[config.mk]
export PLATFORM = sky130hd
export DESIGN_NAME = monthly_mean_tracker
export DESIGN_NICKNAME = d
export VERILOG_FILES = /design/src/design/mmt_pkg.sv /design/src/design/mmt_div.sv /design/src/design/mmt_table.sv /design/src/design/monthly_mean_tracker.sv
export SDC_FILE = /design/constraint.sdc
export NUM_CORES = 1
export LEC_CHECK = 0
export BUFFER_PORTS_ARGS = -buffer_cell sky130_fd_sc_hd__buf_2
export CORE_MARGIN = 8
export CORE_UTILIZATION = 43
export DETAILED_ROUTE_END_ITERATION = 8
export GPL_TIMING_DRIVEN = 0
export SYNTH_ARGS = -nofsm -noshare
export SYNTH_HDL_FRONTEND = slang
export SYNTH_SLANG_ARGS = --single-unit
[constraint.sdc]
create_clock -name clk -period 9.2 [get_ports clk]
set_input_delay 0.46 -clock clk [delete_from_list [all_inputs] [get_ports clk]]
set_output_delay 0.46 -clock clk [all_outputs]
set_load 0.01 [all_outputs]
[src/design/mmt_pkg.sv]
// Shared constants, codes and types for the monthly mean tracker.
// No dependencies; every design file refers to it by scoped names.
package mmt_pkg;

  localparam int MONTHS  = 12;
  localparam int ADDR_W  = (MONTHS > 1) ? $clog2(MONTHS) : 1;
  localparam int MON_W   = 4;
  localparam int YEAR_W  = 7;
  localparam int SMP_W   = 16;
  localparam int SUM_W   = 32;
  localparam int CNT_W   = 16;
  localparam int MEAN_W  = 15;
  localparam int STEP_W  = $clog2(SUM_W);

  localparam logic [1:0] OP_SAMPLE = 2'd0;
  localparam logic [1:0] OP_CLEAR  = 2'd1;
  localparam logic [1:0] OP_READ   = 2'd2;

  // Control word from the sequencer to the mean tables.
  typedef struct packed {
    logic              wr_en;
    logic              rd_en;
    logic              clr_all;
    logic              clr_bank;
    logic              bank;
    logic [ADDR_W-1:0] addr;
  } tbl_ctl_t;

endpackage

[src/design/mmt_div.sv]
// Bit-serial restoring divider: one quotient bit per cycle.
// Depends on mmt_pkg for operand widths.
module mmt_div (
  input  logic                      clk,
  input  logic                      rst,
  input  logic                      start,
  input  logic [mmt_pkg::SUM_W-1:0] dividend,
  input  logic [mmt_pkg::CNT_W-1:0] divisor,
  output logic                      done,
  output logic [mmt_pkg::SUM_W-1:0] quotient
);

  logic [mmt_pkg::CNT_W-1:0]  rem;
  logic [mmt_pkg::CNT_W-1:0]  dsr;
  logic [mmt_pkg::STEP_W-1:0] step;
  logic                       busy;
  logic [mmt_pkg::CNT_W+1:0]  diff;
  logic                       ge;

  // Shift the next dividend bit into the partial remainder and try a subtract.
  assign diff = {1'b0, rem, quotient[mmt_pkg::SUM_W-1]} - {2'b00, dsr};
  assign ge   = ~diff[mmt_pkg::CNT_W+1];

  always_ff @(posedge clk) begin
    if (rst) begin
      busy <= 1'b0;
      done <= 1'b0;
      step <= '0;
    end else begin
      done <= 1'b0;
      if (start) begin
        busy <= 1'b1;
        step <= '0;
      end else if (busy) begin
        step <= step + 1'b1;
        if (step == mmt_pkg::STEP_W'(mmt_pkg::SUM_W - 1)) begin
          busy <= 1'b0;
          done <= 1'b1;
        end
      end
    end
  end

  always_ff @(posedge clk) begin
    if (start) begin
      quotient <= dividend;
      rem      <= '0;
      dsr      <= divisor;
    end else if (busy) begin
      quotient <= {quotient[mmt_pkg::SUM_W-2:0], ge};
      rem      <= ge ? diff[mmt_pkg::CNT_W-1:0]
                     : {rem[mmt_pkg::CNT_W-2:0], quotient[mmt_pkg::SUM_W-1]};
    end
  end

endmodule

[src/design/mmt_table.sv]
// Two banks of monthly means; one bank is this year, the other last year.
// Per-entry valid bits stand in for clearing. Depends on mmt_pkg.
module mmt_table (
  input  logic                       clk,
  input  logic                       rst,
  input  mmt_pkg::tbl_ctl_t          ctl,
  input  logic [mmt_pkg::MEAN_W-1:0] wr_data,
  output logic [mmt_pkg::MEAN_W-1:0] rd_data
);

  logic [mmt_pkg::MEAN_W-1:0] mem [2][mmt_pkg::MONTHS];
  logic [mmt_pkg::MONTHS-1:0] vld [2];

  always_ff @(posedge clk) begin
    if (rst) begin
      vld[0] <= '0;
      vld[1] <= '0;
    end else begin
      if (ctl.clr_all) begin
        vld[0] <= '0;
        vld[1] <= '0;
      end else if (ctl.clr_bank) begin
        vld[ctl.bank] <= '0;
      end else if (ctl.wr_en) begin
        vld[ctl.bank][ctl.addr] <= 1'b1;
      end
    end
  end

  always_ff @(posedge clk) begin
    if (ctl.wr_en) begin
      mem[ctl.bank][ctl.addr] <= wr_data;
    end
  end

  // An entry never written since its last clear reads as zero.
  always_ff @(posedge clk) begin
    if (ctl.rd_en) begin
      rd_data <= vld[ctl.bank][ctl.addr] ? mem[ctl.bank][ctl.addr] : '0;
    end
  end

endmodule

[src/design/monthly_mean_tracker.sv]
// Top level of the monthly mean tracker: sequencer, sum/count state, output register.
// Depends on mmt_pkg, mmt_div and mmt_table.
//
//  channel | dir | handshake          | contents
//  --------+-----+--------------------+-----------------------------------------------
//  s_*     | in  | s_tvalid/s_tready  | tdata: sample, month, year; tuser: op, qual, prev
//  m_*     | out | m_tvalid/m_tready  | tdata: mean_value; tuser: updated, m/y rolled
//
// After its accept, a qualified sample in the held month loads the divider, runs the
// bit-serial divider (one quotient bit per cycle), writes the table and hands off to
// the output register. A read passes through S_RD for the registered table read;
// every other word goes straight to S_FIN. rst is synchronous, holds s_tready low and
// clears all control state and the table valid bits at once. One word is in flight at a
// time; the next word is accepted while a finished result still waits in the output
// register, and a later result holds in S_FIN until that register frees up.
module monthly_mean_tracker (
  input  logic        clk,
  input  logic        rst,
  input  logic        s_tvalid,
  output logic        s_tready,
  input  logic [31:0] s_tdata,   // [15:0] sample, [19:16] month, [26:20] year, rest zero
  input  logic [3:0]  s_tuser,   // [1:0] operation, [2] qualify, [3] previous_year_select
  output logic        m_tvalid,
  input  logic        m_tready,
  output logic [15:0] m_tdata,   // [14:0] mean_value, [15] zero
  output logic [2:0]  m_tuser    // [0] mean_updated, [1] month_rolled, [2] year_rolled
);

  typedef enum logic [3:0] {
    S_IDLE = 4'b0001,
    S_DIV  = 4'b0010,
    S_RD   = 4'b0100,
    S_FIN  = 4'b1000
  } state_t;

  state_t state;

  // Input word fields.
  logic [1:0]                 op;
  logic [mmt_pkg::SMP_W-1:0]  sample;
  logic                       qualify;
  logic [mmt_pkg::MON_W-1:0]  month;
  logic [mmt_pkg::YEAR_W-1:0] year;
  logic                       prev_sel;

  assign sample   = s_tdata[15:0];
  assign month    = s_tdata[19:16];
  assign year     = s_tdata[26:20];
  assign op       = s_tuser[1:0];
  assign qualify  = s_tuser[2];
  assign prev_sel = s_tuser[3];

  // Tracker state.
  logic [mmt_pkg::SUM_W-1:0]  running_sum;
  logic [mmt_pkg::CNT_W-1:0]  sample_count;
  logic [mmt_pkg::MON_W-1:0]  held_month;
  logic [mmt_pkg::YEAR_W-1:0] held_year;
  logic                       started;
  logic                       this_bank;   // bank that holds this year's means

  // Result staging.
  logic [mmt_pkg::MEAN_W-1:0] res_value;
  logic                       res_upd;
  logic                       res_mr;
  logic                       res_yr;

  logic                       div_start;
  logic                       div_done;
  logic [mmt_pkg::SUM_W-1:0]  quotient;
  mmt_pkg::tbl_ctl_t          tbl_ctl;
  logic [mmt_pkg::MEAN_W-1:0] rd_data;

  logic                       accept;
  logic                       mon_ok;
  logic [mmt_pkg::MON_W-1:0]  mon_m1;
  logic [mmt_pkg::MON_W-1:0]  held_m1;
  logic [mmt_pkg::CNT_W-1:0]  clamped;
  logic                       same_month;
  logic                       year_change;
  logic                       can_acc;
  logic                       out_free;

  assign s_tready    = (state == S_IDLE) & ~rst;
  assign accept      = s_tvalid & s_tready;
  assign mon_ok      = (month != '0) &&
                       ({1'b0, month} <= (mmt_pkg::MON_W + 1)'(mmt_pkg::MONTHS));
  assign mon_m1      = month - mmt_pkg::MON_W'(1);
  assign held_m1     = held_month - mmt_pkg::MON_W'(1);
  // Negative samples count as zero.
  assign clamped     = sample[mmt_pkg::SMP_W-1] ? '0 : sample;
  assign same_month  = (held_month == month);
  assign year_change = (held_year != year);
  // A full count drops further samples of the month.
  assign can_acc     = qualify && (sample_count != '1);
  assign out_free    = ~m_tvalid | m_tready;

  // Table control: clears and reads at accept, write when the quotient lands.
  always_comb begin
    tbl_ctl      = '0;
    tbl_ctl.bank = this_bank;
    tbl_ctl.addr = mon_m1[mmt_pkg::ADDR_W-1:0];
    if (accept) begin
      unique case (op)
        mmt_pkg::OP_SAMPLE: begin
          // Year roll: the old last-year bank becomes this year, emptied.
          if (mon_ok && started && !same_month && year_change) begin
            tbl_ctl.clr_bank = 1'b1;
            tbl_ctl.bank     = ~this_bank;
          end
        end
        mmt_pkg::OP_CLEAR: begin
          tbl_ctl.clr_all = 1'b1;
        end
        mmt_pkg::OP_READ: begin
          tbl_ctl.rd_en = mon_ok;
          tbl_ctl.bank  = prev_sel ? ~this_bank : this_bank;
        end
        default: begin
        end
      endcase
    end else if (state == S_DIV && div_done) begin
      tbl_ctl.wr_en = 1'b1;
      tbl_ctl.addr  = held_m1[mmt_pkg::ADDR_W-1:0];
    end
  end

  always_ff @(posedge clk) begin
    if (rst) begin
      state        <= S_IDLE;
      running_sum  <= '0;
      sample_count <= '0;
      held_month   <= '0;
      held_year    <= '0;
      started      <= 1'b0;
      this_bank    <= 1'b0;
      div_start    <= 1'b0;
      res_value    <= '0;
      res_upd      <= 1'b0;
      res_mr       <= 1'b0;
      res_yr       <= 1'b0;
    end else begin
      div_start <= 1'b0;
      unique case (state)
        S_IDLE: begin
          if (accept) begin
            res_value <= '0;
            res_upd   <= 1'b0;
            res_mr    <= 1'b0;
            res_yr    <= 1'b0;
            state     <= S_FIN;
            unique case (op)
              mmt_pkg::OP_SAMPLE: begin
                if (mon_ok) begin
                  if (!started) begin
                    // First sample only adopts the date.
                    held_month <= month;
                    held_year  <= year;
                    started    <= 1'b1;
                  end else if (same_month) begin
                    if (can_acc) begin
                      running_sum  <= running_sum + mmt_pkg::SUM_W'(clamped);
                      sample_count <= sample_count + 1'b1;
                      div_start    <= 1'b1;
                      state        <= S_DIV;
                    end
                  end else begin
                    // Month change: restart the mean, drop this sample.
                    held_month   <= month;
                    running_sum  <= '0;
                    sample_count <= '0;
                    res_mr       <= 1'b1;
                    if (year_change) begin
                      held_year <= year;
                      this_bank <= ~this_bank;
                      res_yr    <= 1'b1;
                    end
                  end
                end
              end
              mmt_pkg::OP_CLEAR: begin
                running_sum  <= '0;
                sample_count <= '0;
                held_month   <= month;
              end
              mmt_pkg::OP_READ: begin
                if (mon_ok) begin
                  state <= S_RD;
                end
              end
              default: begin
              end
            endcase
          end
        end
        S_DIV: begin
          if (div_done) begin
            res_value <= quotient[mmt_pkg::MEAN_W-1:0];
            res_upd   <= 1'b1;
            state     <= S_FIN;
          end
        end
        S_RD: begin
          res_value <= rd_data;
          state     <= S_FIN;
        end
        S_FIN: begin
          // Hold the result until the output register frees up.
          if (out_free) begin
            state <= S_IDLE;
          end
        end
        default: begin
          state <= S_IDLE;
        end
      endcase
    end
  end

  // Output register.
  always_ff @(posedge clk) begin
    if (rst) begin
      m_tvalid <= 1'b0;
      m_tdata  <= '0;
      m_tuser  <= '0;
    end else if (state == S_FIN && out_free) begin
      m_tvalid <= 1'b1;
      m_tdata  <= {1'b0, res_value};
      m_tuser  <= {res_yr, res_mr, res_upd};
    end else if (m_tready) begin
      m_tvalid <= 1'b0;
    end
  end

  mmt_div u_div (
    .clk      (clk),
    .rst      (rst),
    .start    (div_start),
    .dividend (running_sum),
    .divisor  (sample_count),
    .done     (div_done),
    .quotient (quotient)
  );

  mmt_table u_table (
    .clk     (clk),
    .rst     (rst),
    .ctl     (tbl_ctl),
    .wr_data (quotient[mmt_pkg::MEAN_W-1:0]),
    .rd_data (rd_data)
  );

endmodule
Word-level counts from Yosys, hierarchy flattened
Memory sizes are Yosys's and may differ from the RTL's.
Index checks and enable logic that the tools add are counted.
Word-level totals
  bits in registers: 189
  memory bits (writable): 384
  bits of input ports: 40
  output and inout bits: 21
  logic and storage cells: 218
  memories kept: 2
Memories
  u_table.mem: depth 2, width 180, read ports 1, clocked after Yosys merged registers in 0, wr ports 1, line mmt_table.sv:11  | logic [mmt_pkg::MEAN_W-1:0] mem [2][mmt_pkg::MONTHS];
  u_table.vld: depth 2, width 12, read ports 1, clocked after Yosys merged registers in 0, wr ports 2, line mmt_table.sv:12  | logic [mmt_pkg::MONTHS-1:0] vld [2];
Operators by class
  add/subtract/negate cells: 6
  order comparisons: 5
  equality and inequality tests: 19
  muxes and demuxes: 105
  bitwise logic cells: 29
  reduce and logical (&&, ||, !) cells: 30
Operators by type and width (count)
  $mux W32: 6
  $mux W180: 1
  $mux W15: 6
  $mux W16: 5
  $pmux W32 S2: 1
  $bmux W15 S4: 1
  $demux W15 S4: 1
  $mux W12: 5
  $mux W4: 14
  $mux W1: 52
  $pmux W15 S3: 1
  $add A32 B15 Y32: 1
  $pmux W16 S2: 1
  $mux W7: 3
  $sub A17 B16 Y18: 1
  $add A16 B1 Y16 const B: 1
  $ne A16 B16 Y1 const B: 1
  $pmux W4 S2: 2
  $pmux W4 S4: 1
  $or A1 B1 Y1: 15
  $reduce_and A6 Y1: 2
  $reduce_or A12 Y1: 1
  $not A1 Y1: 11
  $ne A2 B2 Y1 const B: 5
  other kinds (38): 56

Logic depth before layout (Yosys ltp)
Gate-level depths: netlist of run 1.
  depth in word-level cells: 15
  depth in mapped cells: 15
  mapped depth without buffers: 13

Modules after synthesis
Synthesis of run 1 repeated with hierarchy kept, for this count alone.
Unflattened totals
  cells, all modules: 1922
  area total of the unflattened synthesis: 24931.4 um^2
Modules (own cells, without submodules)
  mmt_table: times used 1, cells each 928, area an instance 15791.4 um^2, seq. area each 11981.5 um^2
  monthly_mean_tracker: times used 1, cells each 654, area an instance 5356.4 um^2, seq. area each 2062.0 um^2
  mmt_div: times used 1, cells each 340, area an instance 3783.6 um^2, seq. area each 1901.8 um^2

Worst setup path after synthesis of run 1
Ideal clock, no wire load.
  path type: input-to-reg
  start point: input s_tdata[16]
  end point: memory u_table.mem[1][0] in the netlist's numbering, enable pin
  library setup time: 0.386 ns
  arrival: 3.269 ns
  data required time: 8.814 ns
  setup slack: 5.545 ns
  stages: 12
  path buffers: 4
  path through: inv_1 ha_1 nor2b_1 a221o_1 or3_4 o41ai_4 nor2_1 buf_4 buf_4 buf_2 clkbuf_1 nor2_1
Between the ends
  word-level cells in the longest chain between the ends: 9
  elaborated cells on any way between the ends: 21
  classes of those cells: 1 x add/sub; 3 x order compare; 1 x eq/ne; 8 x mux; 1 x bitwise; 7 x reduce/logical
Ends and longest elaborated chain
  start, declared: line monthly_mean_tracker.sv:21  | input logic [31:0] s_tdata,
  $sub A4 B1 Y4: line monthly_mean_tracker.sv:87  | assign mon_m1 = month - mmt_pkg::MON_W'(1);
  $mux W4: line monthly_mean_tracker.sv:121  | end else if (state == S_DIV && div_done) begin
  $mux W4: line monthly_mean_tracker.sv:102  | if (accept) begin
  $not A4 Y5 (implied by the code): line mmt_table.sv:32  | mem[ctl.bank][ctl.addr] <= wr_data;
  $ge A5 B5 Y1 (implied by the code) or $lt A5 B1 Y1 (tied branches): line mmt_table.sv:32
  $logic_and A1 B1 Y1 (implied by the code): line mmt_table.sv:32
  $mux W15 (implied by the code): line mmt_table.sv:32
  $demux W15 S4: line mmt_table.sv:32
  $mux W180 (implied by the code): line mmt_table.sv:32
  end, declared: line mmt_table.sv:11
Several ways; a longest one is shown, not always the timed one.

Final worst setup path of run 1
  start point: register held_month[0] in the netlist's numbering
  end point: memory u_table.mem[1][40] in the netlist's numbering, enable pin
Between the ends
  word-level cells in the longest chain between the ends: 9
  elaborated cells on any way between the ends: 17
  classes of those cells: 1 x add/sub; 2 x order compare; 1 x eq/ne; 8 x mux; 1 x bitwise; 4 x reduce/logical
Ends and longest elaborated chain
  start, declared: line monthly_mean_tracker.sv:56  | logic [mmt_pkg::MON_W-1:0] held_month;
  start signal, assigned: line monthly_mean_tracker.sv:156  | held_month <= month;
  start signal, assigned: line monthly_mean_tracker.sv:168  | held_month <= month;
  start signal, assigned: line monthly_mean_tracker.sv:183  | held_month <= month;
  $sub A4 B1 Y4: line monthly_mean_tracker.sv:88  | assign held_m1 = held_month - mmt_pkg::MON_W'(1);
  $mux W4: line monthly_mean_tracker.sv:121
  $mux W4: line monthly_mean_tracker.sv:102
  $not A4 Y5 (implied by the code): line mmt_table.sv:32
  $ge A5 B5 Y1 (implied by the code) or $lt A5 B1 Y1 (tied branches): line mmt_table.sv:32
  $logic_and A1 B1 Y1 (implied by the code): line mmt_table.sv:32
  $mux W15 (implied by the code): line mmt_table.sv:32
  $demux W15 S4: line mmt_table.sv:32
  $mux W180 (implied by the code): line mmt_table.sv:32
Several ways; a longest one is shown, not always the timed one.

==> results of run 1 <==
-- cells by family (layout without fill, tap and decap cells) --
| group | count (synthesis) | after routing |
|---|---|---|
| buffers and inverters | 161 | 334 |
| adder cells (fa/ha/maj) | 38 | 38 |
| flip-flops | 573 | 573 |
| AND/OR/NAND/NOR | 577 | 577 |
| AO/OA/AOI/OAI | 412 | 412 |
| multiplexers | 181 | 181 |
| other | 1 | 1 |
| XOR/XNOR | 49 | 49 |
-- placed cells by master, fill, tap and decap left out, types with 24 or more instances in the layout --
cell	Yosys	final
mux2i_1	142	142
a21oi_1	65	65
and3_1	45	45
nor3_1	30	30
nand3_1	32	32
o21ai_0	104	104
clkbuf_16	0	61
a311oi_1	37	37
a211oi_1	27	27
xor2_1	25	25
nor2_1	143	122
o22ai_1	65	65
dfxtp_1	126	126
clkbuf_1	76	84
mux2_2	38	38
buf_2	17	69
inv_1	47	47
nor2b_1	28	28
edfxtp_1	447	447
nand2_1	219	219
ha_1	36	36
xnor2_1	24	24
-- power groups by stage --
stage / registers [mW] / logic (mW) / clock network (mW)
5_1_grt: 2.83 / 0.459 / 2.56
3_5_place_dp: 2.89 / 0.415 / 0
6_report: 2.83 / 0.421 / 2.43
3_3_place_gp: 2.88 / 0.407 / 0
4_1_cts: 2.83 / 0.417 / 2.47
2_1_floorplan: 2.88 / 0.289 / 0
-- registers in the layout, indices dropped and copies added (netlist names), 3 cells and up --
signal           count
held_year            7
u_table.rd_data     15
u_table.vld         24
u_table.mem        360
res_value           15
u_div.quotient      32
m_tuser              3
m_tdata             15
sample_count        16
u_div.rem           16
running_sum         32
u_div.step           5
u_div.dsr           16
state                4
held_month           4
-- per-layer routing --
metal / global-route usage / share of wire / vias to the layer above
li1: - / - / 7709
met5: 0 / 0 / -
met4: 0.06067 / 0.031 / 0
met1: 0.2623 / 0.44 / 8116
met3: 0.02907 / 0.067 / 108
met2: 0.3072 / 0.46 / 591
-- worst max path at each step --
stage / slack, ns / end / cells after the start
2_1_floorplan: 5.54 / u_table.mem[1][0] / 12
3_3_place_gp: 4.11 / u_table.mem[0][94] / 11
3_5_place_dp: 4.23 / u_table.mem[0][14] / 11
4_1_cts: 4.54 / u_table.mem[1][50] / 10
5_1_grt: 4.30 / u_table.mem[1][32] / 10
6_report: 4.58 / u_table.mem[1][40] / 10
-- area by class of cell --
| type | count | share of cell area |
|---|---|---|
| Multi-Input combinational cell | 1258 | 0.2920 |
| Clock buffer | 69 | 0.05519 |
| Tap cell | 765 | 0.03394 |
| Clock inverter | 41 | 0.01477 |
| Sequential cell | 573 | 0.5653 |
| Timing Repair Buffer | 63 | 0.01455 |
| Buffer | 114 | 0.01792 |
| Inverter | 47 | 0.006255 |
-- worst min-delay path, stage by stage --
cell and delay (ns):
buf_2 0.10, mux2i_1 0.06, nor2_1 0.07
-- through the flow --
step	hold WS, ns	util
final	0.1141	0.4917
after detailed placement	0.4451	0.4571
after global placement	0.4446	0.4537
after floorplan	0.4321	-
after CTS	0.08722	0.4915
after global routing	0.1199	0.4917
==> impl_results.md, run 1 <==
- Initial antenna violation count: 1
- Die Span Y: 256.2 µm
- Max-Cap Viols: 0
- Global-route wire length before repair: about 97000 µm
- Fin nets: 2194
- Starting Density: 0.4325
- Post-synth top flop: edfxtp_1
- Synth unique cells: 71
- CP top delay family: simple AND/OR/NAND/NOR gates
- Endpoint, Worst Hold: held_year[6]
- Via density: roughly 5.6
- CTS buffer count: 59
- Crit Path Class: flop to flop
- Relative slew slack: 0.06304
- Clock share of power: 0.428
- Initial DRC count: 1710
- Syn avg cell area: 12.46 µm²
- H-tree levels: 2
- Slowest cell delay on critical path: 1.16 ns
- Xor/xnor share of the synthesized area: 0.01730
- Synthesized area: 0.02481 mm²
- CTS Root Cell: clkbuf_16
- # DRC: 0
- TritonCTS clock tree: yes
- Largest family of logic cells by synthesized area: compound AO/OA/AOI/OAI gates
- Post-detail-place hpwl: 44460 µm
- Max Clock Skew: between 0.03 and 0.04 ns
- Cells after Synth: about 2000
- Area Growth Syn to Fin: 13.68%
- R2R Path Start: held_month[0]
- Adder-cell share of the synthesized area: 0.01977
- Ranking of synthesized cells by area: edfxtp_1, dfxtp_1, mux2i_1, nand2_1, nor2_1
- Sw Share: 0.2289
- Post-synthesis sequential area ratio: 0.6427
- Pwr/cell area: roughly 200 mW/mm²
- Post_cts resized: 0
- Critical path origin: held_month[0]
- Post-Synth Simple-Gate Area: 0.1083
- Worst-path cell chain: xor2_1 -> nor4_1 -> or2_2 -> o311a_2 -> nor2_1 -> buf_4 -> buf_4 -> buf_2 -> clkbuf_1 -> nor2_1
- Yosys warning count: 0
- Status: completed
- Synth cell count leaders: edfxtp_1, nand2_1, nor2_1, mux2i_1, dfxtp_1
- CP max stage cell: nor2_1
- CP Capture Type: flop
- Fin worst setup slack: 4.581 ns
- Fillcell total: 4992
- Design Power: 5.682 mW
- Area of the multi-input gates: 0.008237 mm²
- Part of the cycle the worst path needs: 0.5021
- Hold buffers post-CTS: 0
- Net Switching: 1.301 mW
- R2R cell count: 10
- Share of total power in combinational logic: 0.074
- Design Area, Final: between 0.02 and 0.03 mm²
- Number of global-route vias before repair: about 16000
- Compound-Gate Fraction of Synth Area: 0.1092
- Internal power: 4.382 mW
- Placed cell area: 0.02622 mm²
- Top-area cell type share of the netlist area: 0.5410
- Seq cells post-synth: 573
- Slew @ Worst Pin: around 1.4 ns
- Clock latency on the worst-skew pair: 0.62 ns
- Synth Net Count: 2070
- CP required: 9.40 ns
- Place WS: ~4.2 ns
- Final Setup Violations: 0
- Hold-critical path depth: 3
- LEAKAGE: 10.49 nW
- Area leader, netlist: edfxtp_1
- Total clock sinks: 573
- Highest clock rate: 0.2165 GHz
- Count leader, synth: edfxtp_1
- Min-delay worst type: primary input to flop
- Worst r2r dst: u_table.mem[1][40]
- CTS Buffer Depth: 3
- Non-Filler Instances: 2930
- CTS clock-pin slew for the worst setup and hold paths: 0.06 ns
- Antenna cells: 0
- Tmin final: 4.619 ns
- Largest net degree at the start of global routing: 33
- Crit Path Max Fanout: 15
- WL/cell: about 22 µm
- GPL Wtd Cong: 0.9827
- Flop2flop setup slack: 4.58 ns
- Fin. max-slew vios: 0
- Final Hold Viols: 0
- Number of synthesized flops with an enable pin: ~450
- PortBufs: 52
- Vias: between 15000 and 20000
- Part of the power in registers: 0.498
- Pre-Repair DR Iteration Count: 9
- Chip Width: 256.2 µm
- Setup TNS: 0 ns
- Synth async-reset ratio: 0
- RSZ-0062 raised after global routing: no
- Antenna Nets Post-Route: 0
- Dpl cells: 2820
- WL final: around 65000 µm
- Worst Setup Start Kind: flop
- Share of layout cells above drive strength 1: 0.1201
- Io pins: 61
- Arrival @ worst endpoint: a little under 5 ns
- Sequential Area: 0.01595 mm²
- GRT Overall Usage: 0.1903
- Min-Delay Startpoint: s_tdata[26]
- VDD IR-drop max: approximately 0.00015 V
- GR Overflow Total: 0
- Mux contribution to synthesized area: 0.07514
- Core Region: between 0.05 and 0.06 mm²
- Setup bufs post-CTS: 0
- Die Area: 0.06564 mm²
- Row count: 88
- CP bufs+invs: 4
No activity file was read; power rests on OpenSTA's default activity.
==> inputs of run 2 (changes only) <==
Settings changed: ABC_AREA set to 1.
Clock period 9.2 ns to 4.2 ns, I/O delays scaled along.
==> run 2 against run 1 <==
Net effect:
- register-to-register slack worse by 4.0 ns
- synthesized area grew 4.9%
- non-clock buffer count grew 30
- core utilization is 0.076 points higher
- clock-buffer cell count up 5
- critical endpoint is now u_table.rd_data[5]
- largest cell class unchanged
==> impl_results.md, run 2 <==
- Highest clock rate: 0.2630 GHz
- Design Area, Final: 0.02961 mm² (was 0.02820 mm²)
- PortBufs: 53 (was 52)
- Final Setup Violations: 0 (unchanged)
- Relative slew slack: 0.02766 (was 0.06304)
- Via density: 5.381 (was 5.640)
- Cells after Synth: 2662 (was 1992)
- Post-detail-place hpwl: 51100 µm (was 44460 µm)
- Core Region: 0.06013 mm² (was 0.05737 mm²)
- CTS Root Cell: clkbuf_16 (unchanged)
- Slew @ Worst Pin: 1.459 ns (was 1.400 ns)
- Status: completed (unchanged)
- Fin worst setup slack: 0.3980 ns (was 4.581 ns)
- Pre-Repair DR Iteration Count: 8 (was 9)
- Largest net degree at the start of global routing: 34 (was 33)
- Initial antenna violation count: 3 (was 1)
- Post_cts resized: 0 (unchanged)
- Top Registers: u_table.mem: 360 flops, running_sum: 32 flops, u_div.quotient: 32 flops (unchanged)
- Synth Net Count: 2740 (was 2070)
- Fin nets: 2882 (was 2194)
- Vias: 19580 (was 16520)
- Total clock sinks: 573 (unchanged)
- WL/cell: 20.52 µm (was 22.14 µm)
- RSZ-0062 raised after global routing: no (unchanged)
- Final Hold Viols: 0 (unchanged)
- CP Capture Type: flop (unchanged)
- R2R Path Start: state[3] (was held_month[0])
- # DRC: 0 (unchanged)
- Met3 Track Usage GR: 0.02966 (was 0.02907)
- Routing usage on met1: 0.2859 (was 0.2623)
- Pwr/cell area: 419.5 mW/mm² (was 201.5 mW/mm²)
- LEAKAGE: 11.65 nW (was 10.49 nW)
- Crit Path Class: primary input to flop (was flop to flop)
- Leading cell type in the layout, fill and taps excluded: nand2_1 (was edfxtp_1)
- Post-synth top flop: edfxtp_1 (unchanged)
- Yosys warning count: 0 (unchanged)
- CTS Buffer Depth: 3 (unchanged)
- Ranking of synthesized cells by area: edfxtp_1, dfxtp_1, nand2_1, nand3_1, inv_1 (was edfxtp_1, dfxtp_1, mux2i_1, nand2_1, nor2_1)
- Most frequent cells in the layout: nand2_1, edfxtp_1, inv_1 (was edfxtp_1, nand2_1, mux2i_1)
- Global-route wire length before repair: 112400 µm (was 97280 µm)
- Min-delay worst type: primary input to flop (unchanged)
- Arrival @ worst endpoint: 4.20 ns (was 4.82 ns)
- Area leader, netlist: edfxtp_1 (unchanged)
- GR Overflow Total: 0 (unchanged)
- Crit Path Max Fanout: 10 (was 15)
- Part of the cycle the worst path needs: 0.9052
- Hold-critical path depth: 5 (was 3)
- H-tree levels: 2 (unchanged)
- CTS clock-pin slew for the worst setup and hold paths: 0.06 ns (about the same)
- Count leader, synth: nand2_1 (was edfxtp_1)
- Die Area: 0.06866 mm² (was 0.06564 mm²)
- Largest Register: u_table.mem (unchanged)
- Number of global-route vias before repair: 18920 (was 15620)
- Chip Width: 262.0 µm (was 256.2 µm)
- GRT Overall Usage: 0.2159 (was 0.1903)
- Placed cell area: 0.02748 mm² (was 0.02622 mm²)
- Row count: 90 (was 88)
- Seq cells post-synth: 573 (unchanged)
- Layer with the highest usage: met2 (unchanged)
- Met2 usage: 0.3665 (was 0.3072)
- Max Clock Skew: 0.03039 ns (was 0.03707 ns)
- Max reg flops: 360 (unchanged)
- VDD IR-drop max: 0.0003152 V (was 0.0001528 V)
- Critical path origin: s_tdata[17] (was held_month[0])
- Starting Density: 0.4329 (was 0.4325)
- R2R cell count: 14 (was 10)
- Die Span Y: 262.0 µm (was 256.2 µm)
- Max-Cap Viols: 0 (unchanged)
- TritonCTS clock tree: yes (unchanged)
- Share of layout cells above drive strength 1: 0.1099 (was 0.1201)
- Setup TNS: 0 ns (unchanged)
- Number of synthesized flops with an enable pin: 447 (unchanged)
- Fin. max-slew vios: 0 (unchanged)
- Synthesized area: 0.02603 mm² (was 0.02481 mm²)
- Post-synthesis sequential area ratio: 0.6126 (was 0.6427)
- Initial DRC count: 1849 (was 1710)
- Fillcell total: 5558 (was 4992)
- Worst Setup Start Kind: primary input (was flop)
- Place WS: 0.1879 ns (was 4.231 ns)
- Synth unique cells: 53 (was 71)
- Io pins: 61 (unchanged)
- Antenna Nets Post-Route: 0 (unchanged)
- Min-Delay Startpoint: s_tuser[1] (was s_tdata[26])
- Syn avg cell area: 9.778 µm² (was 12.46 µm²)
- Top-area cell type share of the netlist area: 0.5157 (was 0.5410)
- GPL Wtd Cong: 0.9070 (was 0.9827)
- Area of the multi-input gates: 0.008129 mm² (was 0.008237 mm²)
- CP required: 4.60 ns (was 9.40 ns)
- Synth async-reset ratio: 0 (unchanged)
- Tmin final: 3.802 ns
- Clock latency on the worst-skew pair: 0.65 ns (was 0.62 ns)
- WL final: 74660 µm (was 64870 µm)
- CTS buffer count: 60 (was 59)
- Sequential Area: 0.01595 mm² (unchanged)
- Synth cell count leaders: nand2_1, edfxtp_1, inv_1, nand3_1, nor2_1 (was edfxtp_1, nand2_1, nor2_1, mux2i_1, dfxtp_1)
- Area Growth Syn to Fin: 13.76% (was 13.68%)
## run 2: cell types whose count changed after synthesis, moves of 38 or more
| cell | change |
|---|---|
| inv_1 | +299 |
| mux2i_1 | -142 |
| and3_1 | -45 |
| nand3b_1 | +75 |
| nor2_1 | +45 |
| nand2_1 | +285 |
| nand3_1 | +231 |
| mux2_2 | -38 |
| buf_2 | +38 |
## run 2: area by class of cell
cell class / instances / share of cell area
Tap cell: 782 / 0.03304
Buffer: 127 / 0.02083
Sequential cell: 573 / 0.5385
Inverter: 371 / 0.04703
Clock inverter: 40 / 0.01116
Antenna cell: 1 / 0.00008451
Timing Repair Buffer: 80 / 0.02168
Multi-Input combinational cell: 1591 / 0.2745
Clock buffer: 74 / 0.05316
## run 2: layer usage
layer  part of all wire  up-vias
met5            0.00036        -
met4              0.029        4
met3              0.069      130
met2               0.48      707
met1               0.42     9393
li1                   -     9347
## run 2: through the flow
step / utilization / total power, mW / hold WS, ns / instances
2_1_floorplan: - / 6.998 / 0.3859 / 2662
4_1_cts: 0.4906 / 12.49 / 0.0006451 / 3634
3_5_place_dp: 0.4569 / 7.357 / 0.4148 / 3508
5_1_grt: 0.4924 / 12.83 / 0.05761 / 3638
6_report: 0.4924 / 12.42 / 0.02714 / 3639
3_3_place_gp: 0.4535 / 7.338 / 0.4186 / 3497
## run 2: worst paths after layout
| kind | slack, ns | end |
|---|---|---|
| max reg2reg | 0.57 | u_table.rd_data[5] |
| max | 0.40 | u_table.rd_data[5] |
| min | 0.03 | state[2] |
| min reg2reg | 0.43 | u_div.dsr[5] |
## run 2: critical path, cell delays in order
cell	delay, ns
dlygate4sd3_1	0.59
buf_2	0.16
inv_1	0.11
ha_1	0.22
nor2_1	0.08
nand2_1	0.09
nand3_2	0.08
a21oi_2	0.19
nand3_1	0.10
nand2_1	0.07
nand2_1	0.06
nand2_2	0.11
nand2_4	0.12
inv_2	0.18
clkbuf_1	0.44
nor3_1	0.09
o21ai_0	0.78
nand3_1	0.31
nand2_1	0.16
inv_2	0.04
## run 2: cells by family after synthesis
family	count (synthesis)	share of synthesized area
other	1	0.0001441
adders and majority gates	38	0.01884
buffers and inverters	498	0.07720
and+or+nand+nor	1135	0.1977
DFF	573	0.6126
AOI/OAI and AO/OA	393	0.08547
xor gates and xnor gates	24	0.008076
## run 2: where the power goes
group	internal [mW]	total [mW]	leakage [nW]	switching, mW
Sequential	6.15	6.22	5.07	0.0620
Combinational	0.322	1.04	5.66	0.719
Clock	2.91	5.16	0.925	2.25
Total	9.39	12.4	11.7	3.04
## run 2: what timing repair did
action	CTS	global route
setup buffers	0	0
hold buffers	12	0
hold endpoints to repair	14	0
